===== src/tkl_pkg.sv =====
// shared types and constants for the top-k largest tracker
package tkl_pkg;

    localparam int KEY_W  = 32;
    localparam int SIZE_W = 64;
    localparam int ENT_W  = KEY_W + SIZE_W;
    localparam int KEEP_W = 5;

    localparam logic [KEEP_W-1:0] KEEP_RESET = 5'd10;

    localparam logic KIND_INSERT = 1'b0;
    localparam logic KIND_DUMP   = 1'b1;

    // key in the low bits, matching the stream data layout
    typedef struct packed {
        logic [SIZE_W-1:0] size;
        logic [KEY_W-1:0]  key;
    } entry_t;

    typedef struct packed {
        logic key_eq;
        logic size_ge;
    } cmp_res_t;

endpackage


===== src/top_k_largest_tracker_top.sv =====
// An insert scans the list through the single read port and compare unit, then, unless
// the key is already stored or the item ranks below a full list, shifts entries down
// and writes the item into its place, with s_tready low throughout. A dump reads each
// result from memory, then loads it into the output register, waiting on output stalls.
// The next request is taken in the idle state, where s_tready is high.
// Reset clears the fill count, sets keep_count to 10 and leaves stored entries as they are.
module top_k_largest_tracker_top #(
    parameter int MAX_ENTRIES = 16
) (
    input  logic         aclk,
    input  logic         aresetn,
    // config register write
    input  logic         cfg_valid,
    output logic         cfg_ready,
    input  logic [4:0]   cfg_data,      // keep_count
    // request stream
    input  logic         s_tvalid,
    output logic         s_tready,
    input  logic [95:0]  s_tdata,       // item_key[31:0], item_size[95:32]
    input  logic         s_tuser,       // kind
    // result stream
    output logic         m_tvalid,
    input  logic         m_tready,
    output logic [95:0]  m_tdata,       // out_key[31:0], out_size[95:32]
    output logic         m_tuser,       // out_valid
    output logic         m_tlast        // out_last
);
    import tkl_pkg::*;

    localparam int IDX_W = $clog2(MAX_ENTRIES > 1 ? MAX_ENTRIES : 2);
    localparam int CNT_W = $clog2(MAX_ENTRIES + 1);
    localparam int CMP_W = CNT_W > KEEP_W ? CNT_W : KEEP_W;

    typedef enum logic [2:0] {
        ST_IDLE,
        ST_SCAN,
        ST_SHIFT,
        ST_DUMP_RD,
        ST_DUMP_LD
    } state_t;

    state_t              state_reg, state_next;
    logic [KEEP_W-1:0]   keep_reg, keep_next;
    logic [CNT_W-1:0]    fill_reg, fill_next;
    logic [KEY_W-1:0]    key_reg, key_next;
    logic [SIZE_W-1:0]   size_reg, size_next;
    logic [CNT_W-1:0]    idx_reg, idx_next;
    logic                dv_reg, dv_next;
    logic [CNT_W-1:0]    didx_reg, didx_next;
    logic                dup_reg, dup_next;
    logic                found_reg, found_next;
    logic [CNT_W-1:0]    pos_reg, pos_next;
    logic                m_valid_reg, m_valid_next;
    entry_t              m_data_reg, m_data_next;
    logic                m_user_reg, m_user_next;
    logic                m_last_reg, m_last_next;

    logic                rd_en, wr_en;
    logic [IDX_W-1:0]    rd_addr, wr_addr;
    entry_t              wr_data, rd_data;
    cmp_res_t            cmp;

    logic [CMP_W-1:0]    keep_ext, cap_ext;
    logic [CNT_W-1:0]    cap, newcnt, pos_fin, didx_up;
    logic [CNT_W:0]      fill_inc;
    logic                out_free;

    tkl_mem #(
        .DEPTH (MAX_ENTRIES),
        .AW    (IDX_W)
    ) u_mem (
        .aclk    (aclk),
        .wr_en   (wr_en),
        .wr_addr (wr_addr),
        .wr_data (wr_data),
        .rd_en   (rd_en),
        .rd_addr (rd_addr),
        .rd_data (rd_data)
    );

    tkl_cmp u_cmp (
        .ent       (rd_data),
        .item_key  (key_reg),
        .item_size (size_reg),
        .res       (cmp)
    );

    // effective limit: 0 acts as 1, clamp to storage depth
    always_comb begin
        keep_ext = CMP_W'(keep_reg);
        if (keep_ext == '0) begin
            cap_ext = CMP_W'(1);
        end else if (keep_ext > CMP_W'(MAX_ENTRIES)) begin
            cap_ext = CMP_W'(MAX_ENTRIES);
        end else begin
            cap_ext = keep_ext;
        end
        cap      = cap_ext[CNT_W-1:0];
        fill_inc = {1'b0, fill_reg} + {{CNT_W{1'b0}}, 1'b1};
        newcnt   = (fill_inc > {1'b0, cap}) ? cap : fill_inc[CNT_W-1:0];
        pos_fin  = found_reg ? pos_reg : fill_reg;
        didx_up  = didx_reg + CNT_W'(1);
    end

    assign out_free = !m_valid_reg || m_tready;

    always_comb begin
        state_next   = state_reg;
        keep_next    = keep_reg;
        fill_next    = fill_reg;
        key_next     = key_reg;
        size_next    = size_reg;
        idx_next     = idx_reg;
        dv_next      = 1'b0;
        didx_next    = didx_reg;
        dup_next     = dup_reg;
        found_next   = found_reg;
        pos_next     = pos_reg;
        m_valid_next = m_valid_reg && !m_tready;
        m_data_next  = m_data_reg;
        m_user_next  = m_user_reg;
        m_last_next  = m_last_reg;
        rd_en        = 1'b0;
        rd_addr      = idx_reg[IDX_W-1:0];
        wr_en        = 1'b0;
        wr_addr      = didx_up[IDX_W-1:0];
        wr_data      = rd_data;

        if (cfg_valid) begin
            keep_next = cfg_data;
        end

        case (state_reg)
            ST_IDLE: begin
                if (s_tvalid) begin
                    key_next  = s_tdata[KEY_W-1:0];
                    size_next = s_tdata[ENT_W-1:KEY_W];
                    if (s_tuser == KIND_INSERT) begin
                        idx_next   = '0;
                        dup_next   = 1'b0;
                        found_next = 1'b0;
                        state_next = ST_SCAN;
                    end else begin
                        idx_next   = fill_reg;
                        state_next = ST_DUMP_RD;
                    end
                end
            end
            ST_SCAN: begin
                // read one entry per cycle, compare the one read last cycle
                rd_en     = (idx_reg < fill_reg);
                rd_addr   = idx_reg[IDX_W-1:0];
                dv_next   = rd_en;
                didx_next = idx_reg;
                if (rd_en) begin
                    idx_next = idx_reg + CNT_W'(1);
                end
                if (dv_reg) begin
                    if (cmp.key_eq) begin
                        dup_next = 1'b1;
                    end
                    if (!cmp.size_ge && !found_reg) begin
                        found_next = 1'b1;
                        pos_next   = didx_reg;
                    end
                end
                if (!rd_en && !dv_reg) begin
                    if (dup_reg) begin
                        state_next = ST_IDLE;
                    end else begin
                        fill_next = newcnt;
                        pos_next  = pos_fin;
                        if (pos_fin < newcnt) begin
                            idx_next   = newcnt - CNT_W'(1);
                            state_next = ST_SHIFT;
                        end else begin
                            state_next = ST_IDLE;
                        end
                    end
                end
            end
            ST_SHIFT: begin
                // move entries down one place, bottom first
                rd_en     = (idx_reg > pos_reg);
                didx_next = idx_reg - CNT_W'(1);
                rd_addr   = didx_next[IDX_W-1:0];
                dv_next   = rd_en;
                if (rd_en) begin
                    idx_next = idx_reg - CNT_W'(1);
                end
                if (dv_reg) begin
                    wr_en   = 1'b1;
                    wr_addr = didx_up[IDX_W-1:0];
                    wr_data = rd_data;
                end else if (!rd_en) begin
                    wr_en        = 1'b1;
                    wr_addr      = pos_reg[IDX_W-1:0];
                    wr_data.key  = key_reg;
                    wr_data.size = size_reg;
                    state_next   = ST_IDLE;
                end
            end
            ST_DUMP_RD: begin
                didx_next  = idx_reg - CNT_W'(1);
                rd_en      = (idx_reg != '0);
                rd_addr    = didx_next[IDX_W-1:0];
                state_next = ST_DUMP_LD;
            end
            ST_DUMP_LD: begin
                if (out_free) begin
                    m_valid_next = 1'b1;
                    if (fill_reg == '0) begin
                        m_data_next = '0;
                        m_user_next = 1'b0;
                        m_last_next = 1'b1;
                        state_next  = ST_IDLE;
                    end else begin
                        m_data_next = rd_data;
                        m_user_next = 1'b1;
                        m_last_next = (idx_reg == CNT_W'(1));
                        idx_next    = idx_reg - CNT_W'(1);
                        state_next  = (idx_reg == CNT_W'(1)) ? ST_IDLE : ST_DUMP_RD;
                    end
                end
            end
            default: begin
                state_next = ST_IDLE;
            end
        endcase
    end

    always_ff @(posedge aclk) begin
        if (!aresetn) begin
            state_reg   <= ST_IDLE;
            keep_reg    <= KEEP_RESET;
            fill_reg    <= '0;
            dv_reg      <= 1'b0;
            m_valid_reg <= 1'b0;
        end else begin
            state_reg   <= state_next;
            keep_reg    <= keep_next;
            fill_reg    <= fill_next;
            dv_reg      <= dv_next;
            m_valid_reg <= m_valid_next;
        end
        key_reg    <= key_next;
        size_reg   <= size_next;
        idx_reg    <= idx_next;
        didx_reg   <= didx_next;
        dup_reg    <= dup_next;
        found_reg  <= found_next;
        pos_reg    <= pos_next;
        m_data_reg <= m_data_next;
        m_user_reg <= m_user_next;
        m_last_reg <= m_last_next;
    end

    assign cfg_ready = 1'b1;
    assign s_tready  = (state_reg == ST_IDLE);
    assign m_tvalid  = m_valid_reg;
    assign m_tdata   = m_data_reg;
    assign m_tuser   = m_user_reg;
    assign m_tlast   = m_last_reg;

    a_fill_bound: assert property (@(posedge aclk) disable iff (!aresetn)
        fill_reg <= CNT_W'(MAX_ENTRIES))
        else $error("fill count above storage depth");

    a_fill_change: assert property (@(posedge aclk) disable iff (!aresetn)
        (fill_reg != $past(fill_reg)) |-> ($past(state_reg) == ST_SCAN))
        else $error("fill count changed outside the scan");

    a_dump_no_write: assert property (@(posedge aclk) disable iff (!aresetn)
        (state_reg == ST_DUMP_RD || state_reg == ST_DUMP_LD) |-> !wr_en)
        else $error("list written during a dump");

    a_empty_marker: assert property (@(posedge aclk) disable iff (!aresetn)
        (m_valid_reg && !m_user_reg) |-> m_last_reg)
        else $error("empty-list result not marked last");

endmodule


===== src/tkl_mem.sv =====
// entry storage: one write port, one read port with registered data
module tkl_mem #(
    parameter int DEPTH = 16,
    parameter int AW    = 4
) (
    input  logic              aclk,
    input  logic              wr_en,
    input  logic [AW-1:0]     wr_addr,
    input  tkl_pkg::entry_t   wr_data,
    input  logic              rd_en,
    input  logic [AW-1:0]     rd_addr,
    output tkl_pkg::entry_t   rd_data
);
    import tkl_pkg::*;

    entry_t mem [DEPTH];
    entry_t rd_data_reg;

    always_ff @(posedge aclk) begin
        if (wr_en) begin
            mem[wr_addr] <= wr_data;
        end
        if (rd_en) begin
            rd_data_reg <= mem[rd_addr];
        end
    end

    assign rd_data = rd_data_reg;

endmodule


===== src/tkl_cmp.sv =====
// shared compare unit: key match and size ordering against one stored entry
module tkl_cmp (
    input  tkl_pkg::entry_t   ent,
    input  logic [31:0]       item_key,
    input  logic [63:0]       item_size,
    output tkl_pkg::cmp_res_t res
);
    import tkl_pkg::*;

    always_comb begin
        res.key_eq  = (ent.key == item_key);
        res.size_ge = (ent.size >= item_size);
    end

endmodule

===== config.mk =====
export PLATFORM = sky130hd
export DESIGN_NAME = top_k_largest_tracker_top
export DESIGN_NICKNAME = d
export VERILOG_FILES = /design/src/tkl_pkg.sv /design/src/top_k_largest_tracker_top.sv /design/src/tkl_mem.sv /design/src/tkl_cmp.sv
export SDC_FILE = /design/constraint.sdc
export NUM_CORES = 2
export LEC_CHECK = 0
export BUFFER_PORTS_ARGS = -buffer_cell sky130_fd_sc_hd__buf_2
export CAP_MARGIN = 20
export CORE_AREA = 2 2 700 354
export CTS_CLUSTER_DIAMETER = 80
export CTS_CLUSTER_SIZE = 12
export DETAILED_ROUTE_END_ITERATION = 16
export DIE_AREA = 0 0 702 356
export GPL_ROUTABILITY_DRIVEN = 0
export SYNTH_ARGS = -nofsm -noshare
export SYNTH_HDL_FRONTEND = slang
export SYNTH_HIERARCHICAL = 1
export SYNTH_SLANG_ARGS = --single-unit
export TNS_END_PERCENT = 20

===== constraint.sdc =====
create_clock -name aclk -period 9.4 [get_ports aclk]
set_clock_uncertainty 0.1 [all_clocks]
set_input_delay 1.41 -clock aclk [delete_from_list [all_inputs] [get_ports aclk]]
set_output_delay 1.41 -clock aclk [all_outputs]
set_load 0.01 [all_outputs]

# Word-level counts from Yosys, hierarchy flattened

Memories as Yosys holds them, arrays and structs flattened. A register that Yosys moved wholly into a read port is not among the register bits.
Cells that the tools add are included.

$add $sub $neg: 5
Reduce and logical (&&, ||, !) cells: 25
Eq/ne operators: 17
Bitwise logic cells: 1
Multiplexer cells: 55
Order comparisons: 6

Operators by type and width:

| kind                | number |
|---|---|
| $mux 96             | 3 |
| $mux 5              | 17 |
| $ge 64x64->1        | 1 |
| $eq 32x32->1        | 1 |
| $ne 2x2->1 const B  | 11 |
| $pmux 5 s4          | 1 |
| $reduce_and 5->1    | 4 |
| $mux 4              | 4 |
| $mux 3              | 5 |
| $pmux 3 s5          | 1 |
| $mux 1              | 14 |
| $logic_not 5->1     | 2 |
| $lt 5x5->1          | 2 |
| $mux 2              | 5 |
| $pmux 5 s2          | 1 |
| $sub 5x1->5 const B | 2 |
| $add 5x1->6 const B | 1 |
| $eq 3x2->1 const B  | 2 |
| $gt 6x5->1          | 1 |
| $logic_not 1->1     | 6 |
| $pmux 1 s2          | 3 |
| $add 5x1->5 const B | 1 |
| $eq 5x1->1 const B  | 1 |
| $gt 5x5->1          | 1 |
| other kinds (15)    | 19 |

Register bits: 226
Word-level logic and storage cells: 126
Memory bits (writable): 1536
Memories: 1
Output and inout port bits: 101
Bits of input ports: 107

Memories:

| name      | depth | bits a word | rd ports | clocked after Yosys merged registers in | wr ports | line          | RTL |
|---|---|---|---|---|---|---|---|
| u_mem.mem | 16    | 96          | 1        | 1                                       | 1        | tkl_mem.sv:16 | `entry_t mem [DEPTH];` |

# Depth between registers and ports, before layout

Depth in word-level cells: 10
Mapped depth: 16
Depth with buffers taken out: 16

# Modules after synthesis

The synthesis kept the hierarchy.

By module, submodules not included:

| module                    | seq. area each (sq um) | area an instance (sq um) | instances | cells an instance |
|---|---|---|---|---|
| tkl_mem                   | 49007.0                | 60316.6                  | 1         | 2460 |
| top_k_largest_tracker_top | 6636.4                 | 10387.5                  | 1         | 750 |
| tkl_cmp                   | 0.0                    | 1971.9                   | 1         | 264 |

# Worst setup path after synthesis

OpenSTA, ideal clock, no wires.

Path type: register to register
Start point: reg idx_reg[1]
End point: mem u_mem/mem[0][0] (netlist bit), enable pin
Setup time: 668 ps
Arrival: 9363 ps
Path slack: -731 ps
Period minus slack after synthesis: 10131 ps
Stages on the path, launching flop included: 12
Data required time: 8632 ps
Cell sequence: edfxtp_1 ha_1 nor2b_1 o21a_1 o21a_1 o31ai_1 and3b_1 clkbuf_1 buf_2 a21oi_1 or3b_2 nor3_1

RTL lines:

| element                | line                             | RTL |
|---|---|---|
| start, declared        | top_k_largest_tracker_top.sv:47  | `logic [CNT_W-1:0] idx_reg, idx_next;` |
| start signal, assigned | top_k_largest_tracker_top.sv:248 | `idx_reg <= idx_next;` |
| $gt 5x5->1             | top_k_largest_tracker_top.sv:184 | `rd_en = (idx_reg > pos_reg);` |
| $mux 4                 | top_k_largest_tracker_top.sv:195 | `end else if (!rd_en) begin` |
| $mux 4                 | top_k_largest_tracker_top.sv:191 | `if (dv_reg) begin` |
| $mux 4                 | top_k_largest_tracker_top.sv:133 | `case (state_reg)` |
| named net wr_addr[2]   | top_k_largest_tracker_top.sv:59  | `logic [IDX_W-1:0] rd_addr, wr_addr;` |
| end, declared          | tkl_mem.sv:16                    |  |

The timed path passes the listed nets, and every way through them passes these cells.

# Final worst setup path

Start point: reg idx_reg[0]
End point: mem u_mem/mem[7][51] (netlist bit), enable pin

Same word-level chain as after synthesis.

==> reports/metrics.yaml <==
status: "finished clean"
ctsLongestPathBuffers: 4
postSynthNetCount: 3669
cts_setup_buffers: 0
slowest_stage: "nor2_4"
synth_edf_count: 1843
cpPeakStageDelay_ns: 0.92
vias: 35873
ys_async_sr_fraction_pct: 0
synthTopCellsByArea: "edfxtp_1, mux4_2, a22oi_1"
setup_viol_count_final: 0
layout_common_cells: "edfxtp_1, mux4_2, buf_2"
final_cells: 7066
finalInstanceArea_um2: 82600
yosys_warnings: 6
die_w_um: 702
rows: 129
start_util_pct: 29.7
antenna_left: 0
holdBufCountCts: 0
power_density_nw_per_um2: 359
grt_max_degree: 151
dp_slack_ns: 2.74
firstDrtPassIters: 6
routed_wirelength_um: 196000
critPathLaunchType: "register"
ios: 208
rsz0062_at_grt: "no"
synth_area_um2: 72700
hold_path_depth: 2
tritoncts: "done"
cp_data_arrival_time_ns: 7.16
synth_top_family_by_area: "multiplexers"
drtIter0Drc: 4463
die_area_um2: 250000
final_common_cell: "edfxtp_1"
cpLargestDelayFamily: "simple AND/OR/NAND/NOR gates"
tritoncts.num_buffers: 183
path_buf_inv: 3
synth_seq_cells: 1858
grt_pass1_wl_um: 276000
fin_crit_sh_pct: 72.7
cts_sinks: 1858
max_freq_ghz: 0.146
via_per_inst: 5.08
hold_class: "reg2reg"
grt_pass1_vias: 35596
io_buffer_count: 206
area_growth_pct: 13.6
fp.dieH_um: 356
synth_xor_area_share_pct: 0.591
hold_viol_final: 0
final_period_minus_worst_setup_slack_ns: 6.83
required_ns: 9.72
wire_per_inst_um: 27.8
cts.clk_slew.worst_paths_ns: 0.07
vdd_drop_max_v: 0.000345
synth_ff_type: "edfxtp_1"
slew_viol_final: 0
fin_ws_ns: 2.57
dpl_cell_area_um2: 77800
crit_path_max_fanout: 42
dp.cells: 6853
synth.top_cell.area_share_pct: 76.2
worst_slew_pin_slew_ns: 1.15
maxCapViolations: 0
synth_top_area_cell: "edfxtp_1"
fin_util_pct: 33.8
largest_reg_flops: 1536
slew_headroom_pct: 22.2
nets: 3959
ys_types: 73
drc_errors: 0
core_area_um2: 245000
crit_chain: "inv_1, ha_1, nor2b_1, o21a_1, o21a_1, o31ai_1, and3b_4, buf_4, mux2i_1, nand2_1, nor2_4, buf_4"
grt_usage_pct: 15.4
endpoint_kind: "register"
ys_seq_area_share_pct: 76.6
synthAdderAreaFrac_pct: 1.52
layout-drive-gt1-share_pct: 26.2
cts_resized: 0
syn_inst: 3474
grt-ovfl-total: 0
crit_type: "reg2reg"
synth_mux_area_share_pct: 13.6
antenna_found_initial: 24
hpwl_um: 113000
avgSynthCellArea_um2: 20.9
tns_ns: 0
clk-insertion-delay-late_ns: 0.83
clock-root-buffer: "clkbuf_16"
synth_simple_gate_area_share_pct: 2.73
cp.depth: 12
leakage_uw: 0.0262
synth_compound_area_share_pct: 3.37
reg2regPathDepth: 12
h-tree-depth: 4
[metal layers]
metal	part of all wire, %	global-route usage [%]
met5	0.046	0
met4	1.5	2.62
met3	10	4.57
met2	40	20.7
met1	48	24.5
[Yosys cell counts, types with 11 or more instances]
library cell / instances
nor2_1: 42
nor2b_1: 113
nor3_1: 13
nand2_1: 139
mux2i_1: 12
buf_6: 21
nand4_1: 16
buf_1: 27
mux2_2: 97
xor2_1: 39
a22oi_1: 193
buf_4: 20
mux4_2: 384
a21o_1: 15
buf_2: 22
edfxtp_1: 1843
inv_1: 85
o21ai_0: 31
dfxtp_1: 15
ha_1: 88
nor4_1: 11
nand3_1: 18
a21oi_1: 52
clkbuf_1: 76
[worst min-delay path: cells and delay by family (launching register included)]
kind | cells | cell delay, ns
flops | 1 | 0.37
mux | 1 | 0.09
simple gates | 1 | 0.06
[path summary, 6_finish.rpt]
| path | start | end | slack (ns) |
|---|---|---|---|
| worst max-delay path | idx_reg[0] | u_mem/mem[7][51] | 2.57 |
| worst min-delay path | keep_ext[3] | keep_ext[3] | 0.44 |
| worst max register to register | idx_reg[0] | u_mem/mem[7][51] | 2.57 |
| worst min register to register | keep_ext[3] | keep_ext[3] | 0.44 |
[final cells by class]
type / instances / area [µm²]
fillers: 22923 / 162000
flip-flops and latches: 1858 / 55600
multi-input cells: 1365 / 16000
clock buffers: 201 / 4730
well taps: 3275 / 4100
repair buffers: 271 / 1680
inverters: 85 / 319
clock inverters: 8 / 96.3
diodes: 3 / 7.51
[where the power goes]
| part | internal [µW] | total (µW) | switching [µW] |
|---|---|---|---|
| Clock | 3550 | 6500 | 2950 |
| Sequential | 11900 | 12600 | 721 |
| Combinational | 3900 | 10500 | 6640 |
[metrics by stage]
stage	hold WS [ns]	power, µW
4_1_cts	0.441	29900
2_1_floorplan	0.366	19600
6_report	0.444	29700
5_1_grt	0.465	31000
3_5_place_dp	0.419	23300
3_3_place_gp	0.401	23200
[cell families after synthesis]
kind of cell | Yosys count
AOI/OAI and AO/OA | 345
xor gates and xnor gates | 49
adders and majority gates | 88
buffers and inverters | 251
DFF | 1858
muxes | 493
other | 1
and+or+nand+nor | 389
(Power assumes the default switching activity.)
